### config.mk
export PLATFORM = sky130hd
export DESIGN_NAME = adam_regs
export DESIGN_NICKNAME = d
export VERILOG_FILES = /design/src/sv/adam_pkg.sv /design/src/sv/adam_regs.sv
export SDC_FILE = /design/constraint.sdc
export NUM_CORES = 1
export LEC_CHECK = 0
export ABC_AREA = 0
export BUFFER_PORTS_ARGS = -buffer_cell sky130_fd_sc_hd__buf_2
export CORE_ASPECT_RATIO = 0.7
export CORE_MARGIN = 8
export CORE_UTILIZATION = 45
export DETAILED_ROUTE_END_ITERATION = 8
export PLACE_DENSITY = 0.73
export SLEW_MARGIN = 40
export SYNTH_ARGS = -nofsm -noshare
export SYNTH_HDL_FRONTEND = slang
export SYNTH_SLANG_ARGS = --single-unit
### constraint.sdc
create_clock -name clk -period 1.65 [get_ports clk]
set_clock_uncertainty 0.05 [all_clocks]
set_input_delay 0.2475 -clock clk [delete_from_list [all_inputs] [get_ports clk]]
set_output_delay 0.2475 -clock clk [all_outputs]
set_load 0.01 [all_outputs]
### src/sv/adam_pkg.sv
// ----------------------------------------------------------------------------
// Adam optimiser package
// Shared types, register map, status codes and step counts for the Adam
// parameter update block.
// ----------------------------------------------------------------------------
package adam_pkg;

  // APB address width: five registers at word spacing.
  localparam int APB_AW = 5;

  // Register indexes, taken from paddr[4:2].
  localparam logic [2:0] REG_BETA_FIRST    = 3'd0;
  localparam logic [2:0] REG_BETA_SECOND   = 3'd1;
  localparam logic [2:0] REG_STABILIZER    = 3'd2;
  localparam logic [2:0] REG_LEARNING_RATE = 3'd3;
  localparam logic [2:0] REG_ELEMENT_COUNT = 3'd4;

  // Register reset values.
  localparam logic [15:0] BETA_FIRST_RST    = 16'd44564;
  localparam logic [15:0] BETA_SECOND_RST   = 16'd52429;
  localparam logic [31:0] STABILIZER_RST    = 32'd429497;
  localparam logic [31:0] LEARNING_RATE_RST = 32'd4294967;
  localparam logic [10:0] ELEMENT_COUNT_RST = 11'd1024;

  // One in Q0.32, saturated.
  localparam logic [31:0] ONE_Q32 = 32'hFFFF_FFFF;

  // Result status codes.
  localparam logic [1:0] STATUS_OK      = 2'd0;
  localparam logic [1:0] STATUS_RANGE   = 2'd1;
  localparam logic [1:0] STATUS_CLEARED = 2'd2;

  // Item operation codes.
  localparam logic OPC_UPDATE = 1'b0;
  localparam logic OPC_CLEAR  = 1'b1;

  // Iteration counts of the shared divider and the square root unit.
  localparam int DIV_STEPS  = 64;
  localparam int SQRT_STEPS = 32;

  typedef struct packed {
    logic [15:0] beta_first;
    logic [15:0] beta_second;
    logic [31:0] stabilizer;
    logic [31:0] learning_rate;
    logic [10:0] element_count;
  } cfg_t;

  // Controller states.
  typedef enum logic [4:0] {
    S_SWEEP_RST,
    S_IDLE,
    S_DECIDE,
    S_CLEAR,
    S_MUL_BFP,
    S_MUL_BSP,
    S_MUL_M1,
    S_MUL_M2,
    S_MUL_G2,
    S_MUL_V1,
    S_MUL_V2,
    S_UPD,
    S_DIVM_INIT,
    S_DIVM,
    S_DIVV_INIT,
    S_DIVV,
    S_SQRT_INIT,
    S_SQRT,
    S_MUL_STEP,
    S_DIVS_INIT,
    S_DIVS,
    S_OUT
  } ctrl_state_t;

  // Datapath operations.
  typedef enum logic [4:0] {
    OP_NONE,
    OP_LOAD,
    OP_SWEEP,
    OP_MUL_BFP,
    OP_MUL_BSP,
    OP_MUL_M1,
    OP_MUL_M2,
    OP_MUL_G2,
    OP_MUL_V1,
    OP_MUL_V2,
    OP_DIVM_INIT,
    OP_DIVV_INIT,
    OP_DIV_STEP,
    OP_SQRT_INIT,
    OP_SQRT_STEP,
    OP_MUL_STEP,
    OP_DIVS_INIT,
    OP_OUT
  } dp_op_t;

  typedef struct packed {
    dp_op_t op;
  } dp_cmd_t;

  typedef struct packed {
    logic is_clear;
    logic out_of_range;
    logic step_start;
  } dp_status_t;

endpackage

### src/sv/adam_regs.sv
// ----------------------------------------------------------------------------
// Adam optimiser configuration registers
// APB register file holding the decay rates, epsilon, eta and element count.
// ----------------------------------------------------------------------------
module adam_regs (
  input  logic                        clk,
  input  logic                        rst,
  input  logic                        psel,
  input  logic                        penable,
  input  logic                        pwrite,
  input  logic [adam_pkg::APB_AW-1:0] paddr,
  input  logic [31:0]                 pwdata,
  output logic [31:0]                 prdata,
  output logic                        pready,
  output adam_pkg::cfg_t              cfg
);
  import adam_pkg::*;

  logic [2:0] reg_idx;
  logic       wr_en;

  assign reg_idx = paddr[4:2];
  assign wr_en   = psel && penable && pwrite;
  assign pready  = 1'b1;

  // Register writes; unknown indexes are ignored.
  always_ff @(posedge clk) begin
    if (rst) begin
      cfg.beta_first    <= BETA_FIRST_RST;
      cfg.beta_second   <= BETA_SECOND_RST;
      cfg.stabilizer    <= STABILIZER_RST;
      cfg.learning_rate <= LEARNING_RATE_RST;
      cfg.element_count <= ELEMENT_COUNT_RST;
    end else if (wr_en) begin
      case (reg_idx)
        REG_BETA_FIRST:    cfg.beta_first    <= pwdata[15:0];
        REG_BETA_SECOND:   cfg.beta_second   <= pwdata[15:0];
        REG_STABILIZER:    cfg.stabilizer    <= pwdata;
        REG_LEARNING_RATE: cfg.learning_rate <= pwdata;
        REG_ELEMENT_COUNT: cfg.element_count <= pwdata[10:0];
        default: ;
      endcase
    end
  end

  // Read-back multiplexer.
  always_comb begin
    case (reg_idx)
      REG_BETA_FIRST:    prdata = {16'd0, cfg.beta_first};
      REG_BETA_SECOND:   prdata = {16'd0, cfg.beta_second};
      REG_STABILIZER:    prdata = cfg.stabilizer;
      REG_LEARNING_RATE: prdata = cfg.learning_rate;
      REG_ELEMENT_COUNT: prdata = {21'd0, cfg.element_count};
      default:           prdata = 32'd0;
    endcase
  end

endmodule

### After elaboration in Yosys (flattened, before gate mapping)

Index checks and enable logic that the tools add are counted.

* equal/unequal tests: 4
* multiplexer cells: 1
* reductions and logical operators: 8

Operators with widths (count)
* $pmux 32 s5: 1
* $reduce_and 2->1: 5
* $eq 3x2->1 const B: 2
* $eq 3x1->1 const B: 1
* $eq 3x3->1 const B: 1
* $logic_not 3->1: 1
* $logic_and 1x1->1: 2

* register bits: 107
* bits of input ports: 42
* output and inout bits: 140
* logic and storage cells: 18

### Logic depth before layout (Yosys ltp)

* depth in word-level cells: 3
* gate-level depth with buffers: 6
* gate-level depth less buffers: 3

### Worst setup path after synthesis

OpenSTA, ideal clock, no wires.

* kind: input to output
* from: input paddr[3] in the netlist's numbering
* to: output prdata[0]
* arrival: 1.216 ns
* required time: 1.352 ns
* slack: 0.137 ns
* stages on the path: 5
* buffers on the path: 2
* cell sequence: buf_6 nor2_2 clkbuf_1 a22oi_1 o22ai_1

* longest elaborated chain between the ends: 2

Ends and longest elaborated chain
* start, declared: RTL line adam_regs.sv:11 `input logic [adam_pkg::APB_AW-1:0] paddr,`
* $eq 3x3->1, or another cell as far along: RTL line adam_regs.sv:48 `case (reg_idx)`
* $pmux 32 s5 *: RTL line adam_regs.sv:48
* end, declared: RTL line adam_regs.sv:13 `output logic [31:0] prdata,`

Mark *: on every way between the ends. The rest lies on a longest branch, timed or not.

### Worst setup path in the final report

* from: register cfg[54] in the netlist's numbering
* to: output prdata[11]

* longest elaborated chain between the ends: 1

Ends and longest elaborated chain
* start, declared: RTL line adam_regs.sv:15 `output adam_pkg::cfg_t cfg`
* $pmux 32 s5: RTL line adam_regs.sv:48

Every way passes these cells.

==> impl.org <==
** Clocking
- Insertion delay of the later-clocked pin in the worst-skew pair :: between 0.3 and 0.4 ns
- The longest clock path from root to sink contains 2 buffers.
- Clock H-tree levels :: 3
- Sink Count :: 107
- Clock buffers created by TritonCTS :: 9
- In this run, post-CTS hold repair placed 0 buffers.
- Clk root buf :: sky130_fd_sc_hd__clkbuf_16
- TritonCTS built the clock tree.
- Clock-pin slew reported for the worst setup and hold paths after clock tree synthesis :: 0.07 ns

** Place
- DP Cell Count :: roughly 860
- In this run the cell area measured after placement is roughly 6400 um2.
- During placement, the flow inserted port buffers numbering approximately 180.
- At the placement stage, the worst setup path has a slack of 0.00214 ns.
- HPWL after DPL :: 12.3 mm
- Routability-driven placement finished with a final weighted congestion of 0.802.

** Layout
- In the final layout, the share of cells above drive strength 1 is 0.429.
- Net count of the finished layout :: 776
- Layout overhead on the synthesized area :: 34.3%
- The finished cells cover 6960 um2.
- In the final layout, the registers with the most flip-flops are cfg: 107 flops.
- Largest register FFs :: 107
- cfg holds more flip-flops than any other register.
- The finished layout holds 893 standard cells, fillers aside.

** Worst setup path
- Along the worst path, the maximum fanout reaches 3.
- In this design, the stage delay of the slowest critical-path cell is approximately 0.44 ns.
- On the critical path the largest part of the delay comes from multiplexers.
- Crit path launch type :: register
- Endpoint required time on the critical path :: about 1.4 ns
- Signal arrival time at the worst endpoint :: ~1.4 ns
- The worst register-to-register path begins at cfg[100].
- Number of buffers and inverters on the critical path :: 1
- Kind of critical path :: register to primary output
- Type of element capturing the critical path :: primary output
- The most critical setup path has its startpoint at cfg[54].
- Cell with the biggest individual delay on the critical path :: sky130_fd_sc_hd__mux4_2
- The critical path goes through mux4_2, nor2b_1, buf_2.

** Die
- From left edge to right edge, the die measures 144 um.
- The initial utilization of the core area, before any placement, comes to 0.466.
- The floorplan step defined a die boundary enclosing between 15000 and 20000 um2.
- In this run the core area contains 32 standard-cell rows.
- From bottom edge to top edge, the die measures 106 um.
- After floorplanning, the core was sized to cover between 10000 and 15000 um2.
- around 180 I/O pins were placed.

** Yosys
- Register bit total from synthesis :: approximately 110
- Post-synthesis cell area :: 5180 um2
- Of all cell types, the one taking the most synthesized area is sky130_fd_sc_hd__dfxtp_1.
- Async set-or-reset flop fraction in the synthesized netlist :: 0
- Synthesis produced a netlist whose cell count is 538.
- Fraction of the yosys area taken by sequential cells :: 0.413
- Yosys warnings :: 0
- sky130_fd_sc_hd__dfxtp_1 is the most common cell in the netlist.
- Synthesized area per cell :: 9.63 um2
- Yosys attributes the largest share of cell area to sky130_fd_sc_hd__dfxtp_1 41%, sky130_fd_sc_hd__mux2i_1 19%, sky130_fd_sc_hd__nand2b_1 9.4%.
- Main synth FF type :: sky130_fd_sc_hd__dfxtp_1
- Yosys mapped a number of flops with a built-in enable equal to 0.
- Most instantiated cells after synthesis :: 107 x sky130_fd_sc_hd__dfxtp_1, 100 x sky130_fd_sc_hd__mux2i_1, 78 x sky130_fd_sc_hd__nand2b_1
- Count of cell types in the netlist :: 30
- Of the post-synthesis cell area, the dominant cell type holds 0.413.
- Synthesized netlist net count :: 580

** Routing
- Using the TritonRoute via totals, the vias-per-cell ratio works out to 5.26.
- Detailed router's first-iteration violation count :: 285
- For this block, the routed nets add up to between 15 and 20 mm of wire.
- The pre-antenna-repair detailed-routing pass consisted of 4 iterations.
- Detailed-route wire length per cell :: 18.4 um
- Vias after detailed routing :: roughly 4700
- In the routed design, unresolved DRC markers number 0.
- The detail route stage leaves a number of antenna-violating nets equal to 0.

** Hold path
- Startpoint of the tightest hold check path :: pwdata[13]
- In this run the worst hold path is classified as primary input to register.

** Run status
- The checks that failed: setup timing.
- Run status :: finished, violations left

** Global routing
- After global routing the overflow that remains totals 0.
- Initial antenna violation count :: 0
- Via count of the first global-routing pass :: about 5000
- Wire length of the first global-routing pass :: 26.0 mm
- Entering global routing, the biggest net connects 48 pins.
- Across every metal layer, demand over resource in global routing totals 0.213.

** Power and ir drop
- Power comes to 5.28 mW.
- Across the VDD grid, the largest voltage drop is 0.000492 V.
- Summed over all cells, the static leakage comes to 3.28 nW.
- Pwr per Cell Area :: between 700 and 800 nW/um2

** STA
- Setup repair after global routing could not meet its margin everywhere.
- Final period demand of the worst path :: ~1.7 ns
- Endpoints failing setup :: 5
- In the finished design, the share of the clock period the worst path needs comes to 1.03.
- Hold Fails Final Rpt :: 0
- Number of max-slew violations in the final report :: 0
- Highest clock frequency the design can meet :: 591 MHz
- Final worst setup slack :: -0.0428 ns
- Setup TNS :: -0.165 ns

** Flow run
- The tool flagged a number of max-cap violations equal to 0.
## repair_timing
| action | 4_1_cts | 5_1_grt |
|---|---|---|
| gates cloned | 0 | 1 |
| setup buffers | 10 | 4 |
| pin swaps | 2 | 8 |
| endpoints found under the setup margin | 12 | 16 |
| resized for setup | 23 | 32 |
## worst register-to-register path, stage by stage, from the launching register on
cell,delay (ns)
sky130_fd_sc_hd__dfxtp_1,0.34
sky130_fd_sc_hd__a21boi_0,0.14
sky130_fd_sc_hd__a211o_1,0.28
## stage by stage
stage | utilization | hold slack [ns]
floorplan | - | 0.315
global placement | 0.576 | 0.419
detailed placement | 0.576 | 0.429
CTS | 0.613 | 0.0783
global route | 0.625 | 0.0838
finish | 0.625 | 0.0960
## logic make-up (layout without fill, tap and decap cells)
| family | count (synthesis) | in the layout | synth area share |
|---|---|---|---|
| AND/OR/NAND/NOR | 187 | 187 | 0.199 |
| multiplexers | 116 | 116 | 0.239 |
| flip-flops | 107 | 107 | 0.413 |
| AO/OA/AOI/OAI | 79 | 79 | 0.0920 |
| buffers and inverters | 48 | 249 | 0.0558 |
| other | 1 | 2 | 0.000724 |
## cell usage in the layout, fill, tap and decap left out, types with 2 or more instances in the layout
master                       instances
sky130_fd_sc_hd__clkbuf_16           9
sky130_fd_sc_hd__o22ai_1            10
sky130_fd_sc_hd__a22oi_2            10
sky130_fd_sc_hd__a21oi_1             2
sky130_fd_sc_hd__buf_4              43
sky130_fd_sc_hd__buf_12             10
sky130_fd_sc_hd__nor2_2              2
sky130_fd_sc_hd__buf_2             175
sky130_fd_sc_hd__nand2b_1           78
sky130_fd_sc_hd__mux2i_1           100
sky130_fd_sc_hd__and3_1              2
sky130_fd_sc_hd__nand4b_1            2
sky130_fd_sc_hd__buf_6               4
sky130_fd_sc_hd__clkbuf_8            2
sky130_fd_sc_hd__a22oi_1            12
sky130_fd_sc_hd__a21boi_0            2
sky130_fd_sc_hd__dfxtp_1            75
sky130_fd_sc_hd__nor2_1             69
sky130_fd_sc_hd__mux2_2             10
sky130_fd_sc_hd__dfxtp_2            31
sky130_fd_sc_hd__nor2b_1            23
sky130_fd_sc_hd__a211o_1             2
sky130_fd_sc_hd__nor2b_4             3
sky130_fd_sc_hd__clkinvlp_4          3
sky130_fd_sc_hd__o21ai_0            36
sky130_fd_sc_hd__mux4_2              5
sky130_fd_sc_hd__o21ai_1             4
## worst paths after layout
kind                endpoint  slack [ns]  cells past startpoint
hold / removal      cfg[104]         0.1                      2
setup / recovery  prdata[11]       -0.04                      3
hold reg to reg      cfg[21]        0.43                      2
setup reg to reg    cfg[100]        0.74                      2
## where the power goes
part / internal [mW] / leakage (nW) / switching, mW / total [mW]
clock network: 1.11 / 0.134 / 0.985 / 2.10
logic: 0.259 / 2.28 / 0.311 / 0.570
registers: 2.60 / 0.863 / 0.0156 / 2.61
## per-layer routing
metal,vias up,GRT usage,part of all wire
met5,-,0,0
met4,0,0.0526,0.012
met3,21,0.0653,0.075
met2,152,0.355,0.47
met1,2287,0.264,0.45
li1,2241,-,-
## cell type report
type / instances / area (um2)
Fill cell: 955 / 4170
Antenna cell: 1 / 2.50
Timing Repair Buffer: 233 / 1450
Tap cell: 153 / 191
Clock inverter: 5 / 36.3
Multi-Input combinational cell: 383 / 2840
Clock buffer: 11 / 253
Sequential cell: 107 / 2180
No activity file was read; power rests on OpenSTA's default activity.
