<file path="src/sv/adam_pkg.sv">
// ----------------------------------------------------------------------------
// Adam optimiser package
// Shared types, register map, status codes and step counts for the Adam
// parameter update block.
// ----------------------------------------------------------------------------
package adam_pkg;

  // APB address width: five registers at word spacing.
  localparam int APB_AW = 5;

  // Register indexes, taken from paddr[4:2].
  localparam logic [2:0] REG_BETA_FIRST    = 3'd0;
  localparam logic [2:0] REG_BETA_SECOND   = 3'd1;
  localparam logic [2:0] REG_STABILIZER    = 3'd2;
  localparam logic [2:0] REG_LEARNING_RATE = 3'd3;
  localparam logic [2:0] REG_ELEMENT_COUNT = 3'd4;

  // Register reset values.
  localparam logic [15:0] BETA_FIRST_RST    = 16'd44564;
  localparam logic [15:0] BETA_SECOND_RST   = 16'd52429;
  localparam logic [31:0] STABILIZER_RST    = 32'd429497;
  localparam logic [31:0] LEARNING_RATE_RST = 32'd4294967;
  localparam logic [10:0] ELEMENT_COUNT_RST = 11'd1024;

  // One in Q0.32, saturated.
  localparam logic [31:0] ONE_Q32 = 32'hFFFF_FFFF;

  // Result status codes.
  localparam logic [1:0] STATUS_OK      = 2'd0;
  localparam logic [1:0] STATUS_RANGE   = 2'd1;
  localparam logic [1:0] STATUS_CLEARED = 2'd2;

  // Item operation codes.
  localparam logic OPC_UPDATE = 1'b0;
  localparam logic OPC_CLEAR  = 1'b1;

  // Iteration counts of the shared divider and the square root unit.
  localparam int DIV_STEPS  = 64;
  localparam int SQRT_STEPS = 32;

  typedef struct packed {
    logic [15:0] beta_first;
    logic [15:0] beta_second;
    logic [31:0] stabilizer;
    logic [31:0] learning_rate;
    logic [10:0] element_count;
  } cfg_t;

  // Controller states.
  typedef enum logic [4:0] {
    S_SWEEP_RST,
    S_IDLE,
    S_DECIDE,
    S_CLEAR,
    S_MUL_BFP,
    S_MUL_BSP,
    S_MUL_M1,
    S_MUL_M2,
    S_MUL_G2,
    S_MUL_V1,
    S_MUL_V2,
    S_UPD,
    S_DIVM_INIT,
    S_DIVM,
    S_DIVV_INIT,
    S_DIVV,
    S_SQRT_INIT,
    S_SQRT,
    S_MUL_STEP,
    S_DIVS_INIT,
    S_DIVS,
    S_OUT
  } ctrl_state_t;

  // Datapath operations.
  typedef enum logic [4:0] {
    OP_NONE,
    OP_LOAD,
    OP_SWEEP,
    OP_MUL_BFP,
    OP_MUL_BSP,
    OP_MUL_M1,
    OP_MUL_M2,
    OP_MUL_G2,
    OP_MUL_V1,
    OP_MUL_V2,
    OP_DIVM_INIT,
    OP_DIVV_INIT,
    OP_DIV_STEP,
    OP_SQRT_INIT,
    OP_SQRT_STEP,
    OP_MUL_STEP,
    OP_DIVS_INIT,
    OP_OUT
  } dp_op_t;

  typedef struct packed {
    dp_op_t op;
  } dp_cmd_t;

  typedef struct packed {
    logic is_clear;
    logic out_of_range;
    logic step_start;
  } dp_status_t;

endpackage

</file>
<file path="src/sv/adam_ctrl.sv">
// ----------------------------------------------------------------------------
// Adam optimiser controller
// State machine that sequences the multiplier, divider and square root steps
// of the datapath, runs the store clearing sweeps and owns the handshakes.
// ----------------------------------------------------------------------------
module adam_ctrl #(
  parameter int MAX_ELEMENTS = 1024,
  parameter int AW           = 10
) (
  input  logic                 clk,
  input  logic                 rst,
  input  logic                 item_valid,
  output logic                 item_ready,
  output logic                 out_valid,
  input  logic                 out_ready,
  input  adam_pkg::dp_status_t status,
  output adam_pkg::dp_cmd_t    cmd,
  output logic [AW-1:0]        sweep_addr
);
  import adam_pkg::*;

  localparam int CW = $clog2(MAX_ELEMENTS > DIV_STEPS ? MAX_ELEMENTS : DIV_STEPS);

  ctrl_state_t   state, state_next;
  logic [CW-1:0] cnt, cnt_next;
  logic          counting;
  logic          last;
  logic          out_fire;

  assign sweep_addr = cnt[AW-1:0];
  assign out_fire   = (state == S_OUT) && (!out_valid || out_ready);

  // End of an iterating phase.
  always_comb begin
    counting = 1'b1;
    last     = 1'b0;
    case (state)
      S_SWEEP_RST, S_CLEAR:    last = (cnt == CW'(MAX_ELEMENTS - 1));
      S_DIVM, S_DIVV, S_DIVS:  last = (cnt == CW'(DIV_STEPS - 1));
      S_SQRT:                  last = (cnt == CW'(SQRT_STEPS - 1));
      default:                 counting = 1'b0;
    endcase
    cnt_next = (counting && !last) ? cnt + 1'b1 : '0;
  end

  // Next state.
  always_comb begin
    state_next = state;
    case (state)
      S_SWEEP_RST: if (last) state_next = S_IDLE;
      S_IDLE:      if (item_valid) state_next = S_DECIDE;
      S_DECIDE: begin
        if (status.is_clear)          state_next = S_CLEAR;
        else if (status.out_of_range) state_next = S_OUT;
        else if (status.step_start)   state_next = S_MUL_BFP;
        else                          state_next = S_MUL_M1;
      end
      S_CLEAR:     if (last) state_next = S_OUT;
      S_MUL_BFP:   state_next = S_MUL_BSP;
      S_MUL_BSP:   state_next = S_MUL_M1;
      S_MUL_M1:    state_next = S_MUL_M2;
      S_MUL_M2:    state_next = S_MUL_G2;
      S_MUL_G2:    state_next = S_MUL_V1;
      S_MUL_V1:    state_next = S_MUL_V2;
      S_MUL_V2:    state_next = S_UPD;
      S_UPD:       state_next = S_DIVM_INIT;
      S_DIVM_INIT: state_next = S_DIVM;
      S_DIVM:      if (last) state_next = S_DIVV_INIT;
      S_DIVV_INIT: state_next = S_DIVV;
      S_DIVV:      if (last) state_next = S_SQRT_INIT;
      S_SQRT_INIT: state_next = S_SQRT;
      S_SQRT:      if (last) state_next = S_MUL_STEP;
      S_MUL_STEP:  state_next = S_DIVS_INIT;
      S_DIVS_INIT: state_next = S_DIVS;
      S_DIVS:      if (last) state_next = S_OUT;
      S_OUT:       if (out_fire) state_next = S_IDLE;
      default:     state_next = S_IDLE;
    endcase
  end

  // Datapath command and input handshake.
  always_comb begin
    item_ready = (state == S_IDLE);
    cmd.op     = OP_NONE;
    case (state)
      S_SWEEP_RST, S_CLEAR: cmd.op = OP_SWEEP;
      S_IDLE:      cmd.op = item_valid ? OP_LOAD : OP_NONE;
      S_MUL_BFP:   cmd.op = OP_MUL_BFP;
      S_MUL_BSP:   cmd.op = OP_MUL_BSP;
      S_MUL_M1:    cmd.op = OP_MUL_M1;
      S_MUL_M2:    cmd.op = OP_MUL_M2;
      S_MUL_G2:    cmd.op = OP_MUL_G2;
      S_MUL_V1:    cmd.op = OP_MUL_V1;
      S_MUL_V2:    cmd.op = OP_MUL_V2;
      S_DIVM_INIT: cmd.op = OP_DIVM_INIT;
      S_DIVV_INIT: cmd.op = OP_DIVV_INIT;
      S_DIVM, S_DIVV, S_DIVS: cmd.op = OP_DIV_STEP;
      S_SQRT_INIT: cmd.op = OP_SQRT_INIT;
      S_SQRT:      cmd.op = OP_SQRT_STEP;
      S_MUL_STEP:  cmd.op = OP_MUL_STEP;
      S_DIVS_INIT: cmd.op = OP_DIVS_INIT;
      S_OUT:       cmd.op = out_fire ? OP_OUT : OP_NONE;
      default:     cmd.op = OP_NONE;
    endcase
  end

  // State, step counter and result valid.
  always_ff @(posedge clk) begin
    if (rst) begin
      state     <= S_SWEEP_RST;
      cnt       <= '0;
      out_valid <= 1'b0;
    end else begin
      state     <= state_next;
      cnt       <= cnt_next;
      out_valid <= out_fire || (out_valid && !out_ready);
    end
  end

endmodule

</file>
<file path="config.mk">
export PLATFORM = sky130hd
export DESIGN_NAME = adam_ctrl
export DESIGN_NICKNAME = d
export VERILOG_FILES = /design/src/sv/adam_pkg.sv /design/src/sv/adam_ctrl.sv
export SDC_FILE = /design/constraint.sdc
export NUM_CORES = 1
export LEC_CHECK = 0
export ABC_AREA = 1
export BUFFER_PORTS_ARGS = -buffer_cell sky130_fd_sc_hd__buf_2
export CORE_MARGIN = 5
export CORE_UTILIZATION = 48
export DETAILED_ROUTE_END_ITERATION = 12
export PLACE_DENSITY = 0.72
export REMOVE_ABC_BUFFERS = 1
export SYNTH_ARGS = -nofsm -noshare
export SYNTH_HDL_FRONTEND = slang
export SYNTH_SLANG_ARGS = --single-unit
</file>
<file path="constraint.sdc">
create_clock -name clk -period 1.3 [get_ports clk]
set_input_delay 0.26 -clock clk [delete_from_list [all_inputs] [get_ports clk]]
set_output_delay 0.26 -clock clk [all_outputs]
set_load 0.05 [all_outputs]
</file>
# Yosys cells after proc, flatten, opt, wreduce, memory -nomap -nowiden
# Cells that the tools add are included.
[op_classes] n_reduce_logical=15 eq_ne=31 n_addsub=1 mux=16 bitwise=1
[op_table] operator="$pmux W5 S21" count=1
[op_table] operator="$pmux W5 S17" count=1
[op_table] operator="$mux W5" count=10
[op_table] operator="$eq A5 B4 Y1 const B" count=8
[op_table] operator="$eq A5 B5 Y1 const B" count=6
[op_table] operator="$eq A5 B3 Y1 const B" count=4
[op_table] operator="$ne A2 B2 Y1 const B" count=6
[op_table] operator="$add A10 B1 Y10 const B" count=1
[op_table] operator="$eq A10 B10 Y1 const B" count=1
[op_table] operator="$eq A10 B5 Y1 const B" count=1
[op_table] operator="$eq A10 B6 Y1 const B" count=1
[op_table] operator="$eq A5 B2 Y1 const B" count=2
[op_table] operator="$reduce_and A7 Y1" count=1
[op_table] operator="$reduce_or A2 Y1" count=3
[op_table] operator="$reduce_or A6 Y1" count=1
[op_table] operator="$eq A5 B1 Y1 const B" count=1
[op_table] operator="$logic_not A5 Y1" count=1
[op_table] operator="$logic_and A1 B1 Y1" count=3
[op_table] operator="$logic_not A1 Y1" count=3
[op_table] operator="$pmux W1 S3" count=1
[op_table] operator="$reduce_or A3 Y1" count=1
[op_table] operator="$logic_or A1 B1 Y1" count=2
[op_table] operator="$mux W1" count=2
[op_table] operator="$mux W2" count=1
[op_table] operator="2 further kinds" count=2
[totals] word_cells=67 reg_bits=16 input_bits=7 output_inout_bits=17

# Logic depth before layout (Yosys ltp)
[logic_depth] depth_word=7 ltp_mapped=14 ltp_nobuf=13

# Least setup slack after synthesis
# OpenSTA, ideal clock, no wires.
[synth_path] kind="flip-flop to flip-flop" start="reg cnt[0], in the netlist sweep_addr[0]" end="reg cnt[8], in the netlist sweep_addr[8]" setup_time_ns=0.067 period_less_slack_ns=1.879 slack_ns=-0.579 required_ns=1.233 arrival_time_ns=1.812 stages_incl_launch_ff=9 path_cell_list="dfxtp_1 ha_1 nand3_1 nor2_1 inv_1 nor2_1 nand3_1 xor2_1 nor2_1"
[synth_between] elab_chain_cells=6
[synth_rtl] item="start: declaration" line_no="adam_ctrl.sv:25" text="logic [CW-1:0] cnt, cnt_next;"
[synth_rtl] item="start signal: assignment" line_no="adam_ctrl.sv:115" text="cnt <= cnt_next;"
[synth_rtl] item="$eq A10 B5 Y1 (tied with other cells)" line_no="adam_ctrl.sv:40" text="S_SQRT: last = (cnt == CW'(SQRT_STEPS - 1));"
[synth_rtl] item="$pmux W1 S3" line_no="adam_ctrl.sv:37" text="case (state)"
[synth_rtl] item="$logic_not A1 Y1" line_no="adam_ctrl.sv:43" text="cnt_next = (counting && !last) ? cnt + 1'b1 : '0;"
[synth_rtl] item="$logic_and A1 B1 Y1" line_no="adam_ctrl.sv:43"
[synth_rtl] item="$not A1 Y1 (no line)"
[synth_rtl] item="$reduce_or A2 Y1 (no line)"
# Several ways; a longest one is shown, not always the timed one.
# A chain may end at the register's enable or synchronous reset.

==> qor.yml <==
root_buffer: "clkbuf_4"
rsz0062_at_grt: "yes"
dp_cells: 291
routed_via_density: 5.35
crit_family: "buffers and inverters"
period_needed_ns: 1.89
cp-start-kind: "register"
grt_overflow: 0
vias: 1604
hp-start: "rst"
violations: "setup timing"
grt_use_total_pct: 26.0
synth_cell_types: 29
synth_cells: 196
max_stage_delay_ns: 0.37
setup_slack_ns: -0.594
synth_area_leader_cell: "dfxtp_1"
stdcell_count: 300
grt_pass1_vias: 1583
grt_antenna_before_repair: 0
r2r-end: "state[1]"
routed_wl_mm: 4.38
fp.dieH_um: 59.4
antenna_cells: 0
drtPass1Iterations: 4
reg2reg_depth: 10
area_growth_pct: 70.3
netlist_area_um2: 1170
hold_depth: 2
regToRegSetupSlack_ns: -0.50
synthTopCellsByArea: "dfxtp_1 (27%), nand2_1 (15%), nor2_1 (13%)"
clk_path_buf_depth: 2
synth_edf_count: 0
drc: 0
drive_gt1_share_pct: 49.3
hold_end: "out_valid"
p_per_area_nw_per_um2: 2060
nFillCells: 149
worstPathArrival_ns: 1.63
ant_nets: 0
cts_sinks: 16
std_cell_rows: 18
p_leak_uw: 0.000998
peakVddDrop_mv: 1.74
slowest_stage: "dfxtp_4"
pre_cts_ws_ns: -0.465
avgSynthCellArea_um2: 5.98
worst_slew_pin_slew_ns: 0.372
r2r_start: "state[0]"
clkTransAtPathRegs_ns: 0.08
yosys_register_bits: 16
fp.dieArea_um2: 3530
clk_latency_ns: 0.28
post_dp_cell_area_um2: 1640
fin_nets: 280
synth_top_area_share_pct: 27.3
status: "finished, violations left"
seq_area_frac_synth_pct: 27.3
start_util_pct: 48.7
hpwl_mm: 2.86
io_buffers: 23
yosys_warnings: 0
synth_flop_cell: "dfxtp_1"
required_ns: 1.04
slew_headroom_pct: 75.0
maxCapViolations: 0
drt-initial-drc-count: 123
crit_path_frequent_cell: "buf_6"
cts_buffers: 3
async_flop_share_pct: 0
crit_path_end_kind: "output pin"
fin_setup_tns_ns: -9.50
die_w_um: 59.4
grt_max_degree: 10
cp_max_fo: 4
path_buf_inv: 3
post-route-cell-area_um2: 2000
crit_path_cell_trace: "buf_6 > nand3_4 > nor2_4 > a2111oi_4 > buf_4 > nand3b_1 > buf_6"
grt_pass1_wl_mm: 6.99
path_class: "reg2out"
gp_congestion: 1.05
max_freq_mhz: 528
tritoncts: "done"
ios: 24
cts_hold_buffers: 0
setup_viol: 21
htree_levels: 1
core_area_um2: 2410
skew_ns: 0.00209
power_uw: 4110
maxSlewViolCount: 0
hold_class: "in2reg"
finalCritPeriodShare_pct: 146
timing_hold_violations_final: 0
post_drt_wl_per_cell_um: 14.6
-- worst max-delay path by stage --
| stage | from | endpoint | slack (ns) | depth (start not counted) |
|---|---|---|---|---|
| final | state[0] | cmd[2] | -0.59 | 7 |
| after global routing | state[0] | cmd[2] | -0.66 | 7 |
| after CTS | state[0] | cmd[2] | -0.56 | 7 |
| after detailed placement | state[0] | cmd[2] | -0.47 | 7 |
| after global placement | state[1] | cmd[2] | -0.40 | 7 |
| after floorplan | sweep_addr[0] | sweep_addr[8] | -0.58 | 8 |
-- state kept, by name, indices dropped and copies added, names as in the netlist --
signal	cells
sweep_addr	10
state	5
out_valid	1
-- kinds of logic (layout without fill, tap and decap cells) --
kind of cell | Yosys count | after routing | synth area share, %
xor gates and xnor gates | 5 | 5 | 3.74
adders and majority gates | 1 | 1 | 1.07
buffers and inverters | 28 | 100 | 9.29
AOI/OAI and AO/OA | 19 | 19 | 8.97
and+or+nand+nor | 127 | 129 | 49.6
DFF | 16 | 16 | 27.3
-- final cells by class --
type                       instances  area (um^2)  area share (%)
clock buffer                       3         22.5            1.13
tap                               30         37.5            1.88
sequential                        16          337            16.9
inverter                          27          103            5.14
timing repair buffer              70          539            27.0
multi-input combinational        154          958            48.0
-- layout by cell type (no fill, tap or decap), types with 2 or more instances in the layout --
master / Yosys / layout
a21oi_1: 10 / 8
a21oi_2: 0 / 2
buf_2: 0 / 13
buf_4: 1 / 45
buf_6: 0 / 9
clkbuf_4: 0 / 5
dfxtp_1: 16 / 11
dfxtp_4: 0 / 4
inv_1: 24 / 21
inv_2: 2 / 5
nand2_1: 47 / 39
nand2_2: 2 / 10
nand2_4: 1 / 2
nand3_1: 20 / 13
nand3_2: 2 / 7
nand3_4: 0 / 3
nand4_1: 2 / 2
nor2_1: 41 / 27
nor2_2: 4 / 11
nor2_4: 1 / 8
o21ai_0: 4 / 3
xnor2_1: 3 / 3
xor2_1: 2 / 2
-- metal layers --
layer,vias up,global-route usage [%],part of all wire (%)
met5,-,0,0
met2,70,51.3,56
met1,737,26.1,35
met3,18,2.40,6.2
li1,779,-,-
met4,0,13.9,2.8
-- Yosys cell counts (all sizes together), types with 2 or more instances --
cell	n
nand2	50
nor2	46
inv	26
nand3	22
dfxtp	16
a21oi	10
o21ai	5
nand4	3
xnor2	3
nor3	2
nor4	2
xor2	2
-- report_power, final --
group	switching (uW)	internal [uW]	total, uW
Combinational	1940	1200	3140
Sequential	112	598	709
Clock	148	108	255
Total	2200	1900	4110
-- through the flow --
| stage | utilization [%] | hold WS (ns) |
|---|---|---|
| 5_1_grt | 82.9 | 0.140 |
| 4_1_cts | 79.4 | 0.143 |
| 3_5_place_dp | 68.1 | 0.439 |
| 6_report | 82.9 | 0.138 |
| 3_3_place_gp | 68.1 | 0.433 |
| 2_1_floorplan | - | 0.329 |
-- repair_timing --
item	in CTS	in global routing
endpoints found under the setup margin	22	24
resized for setup	64	19
pin swaps	19	3
cloned	2	0
buffers inserted	2	2
Power figures use the tool's default switching activity.
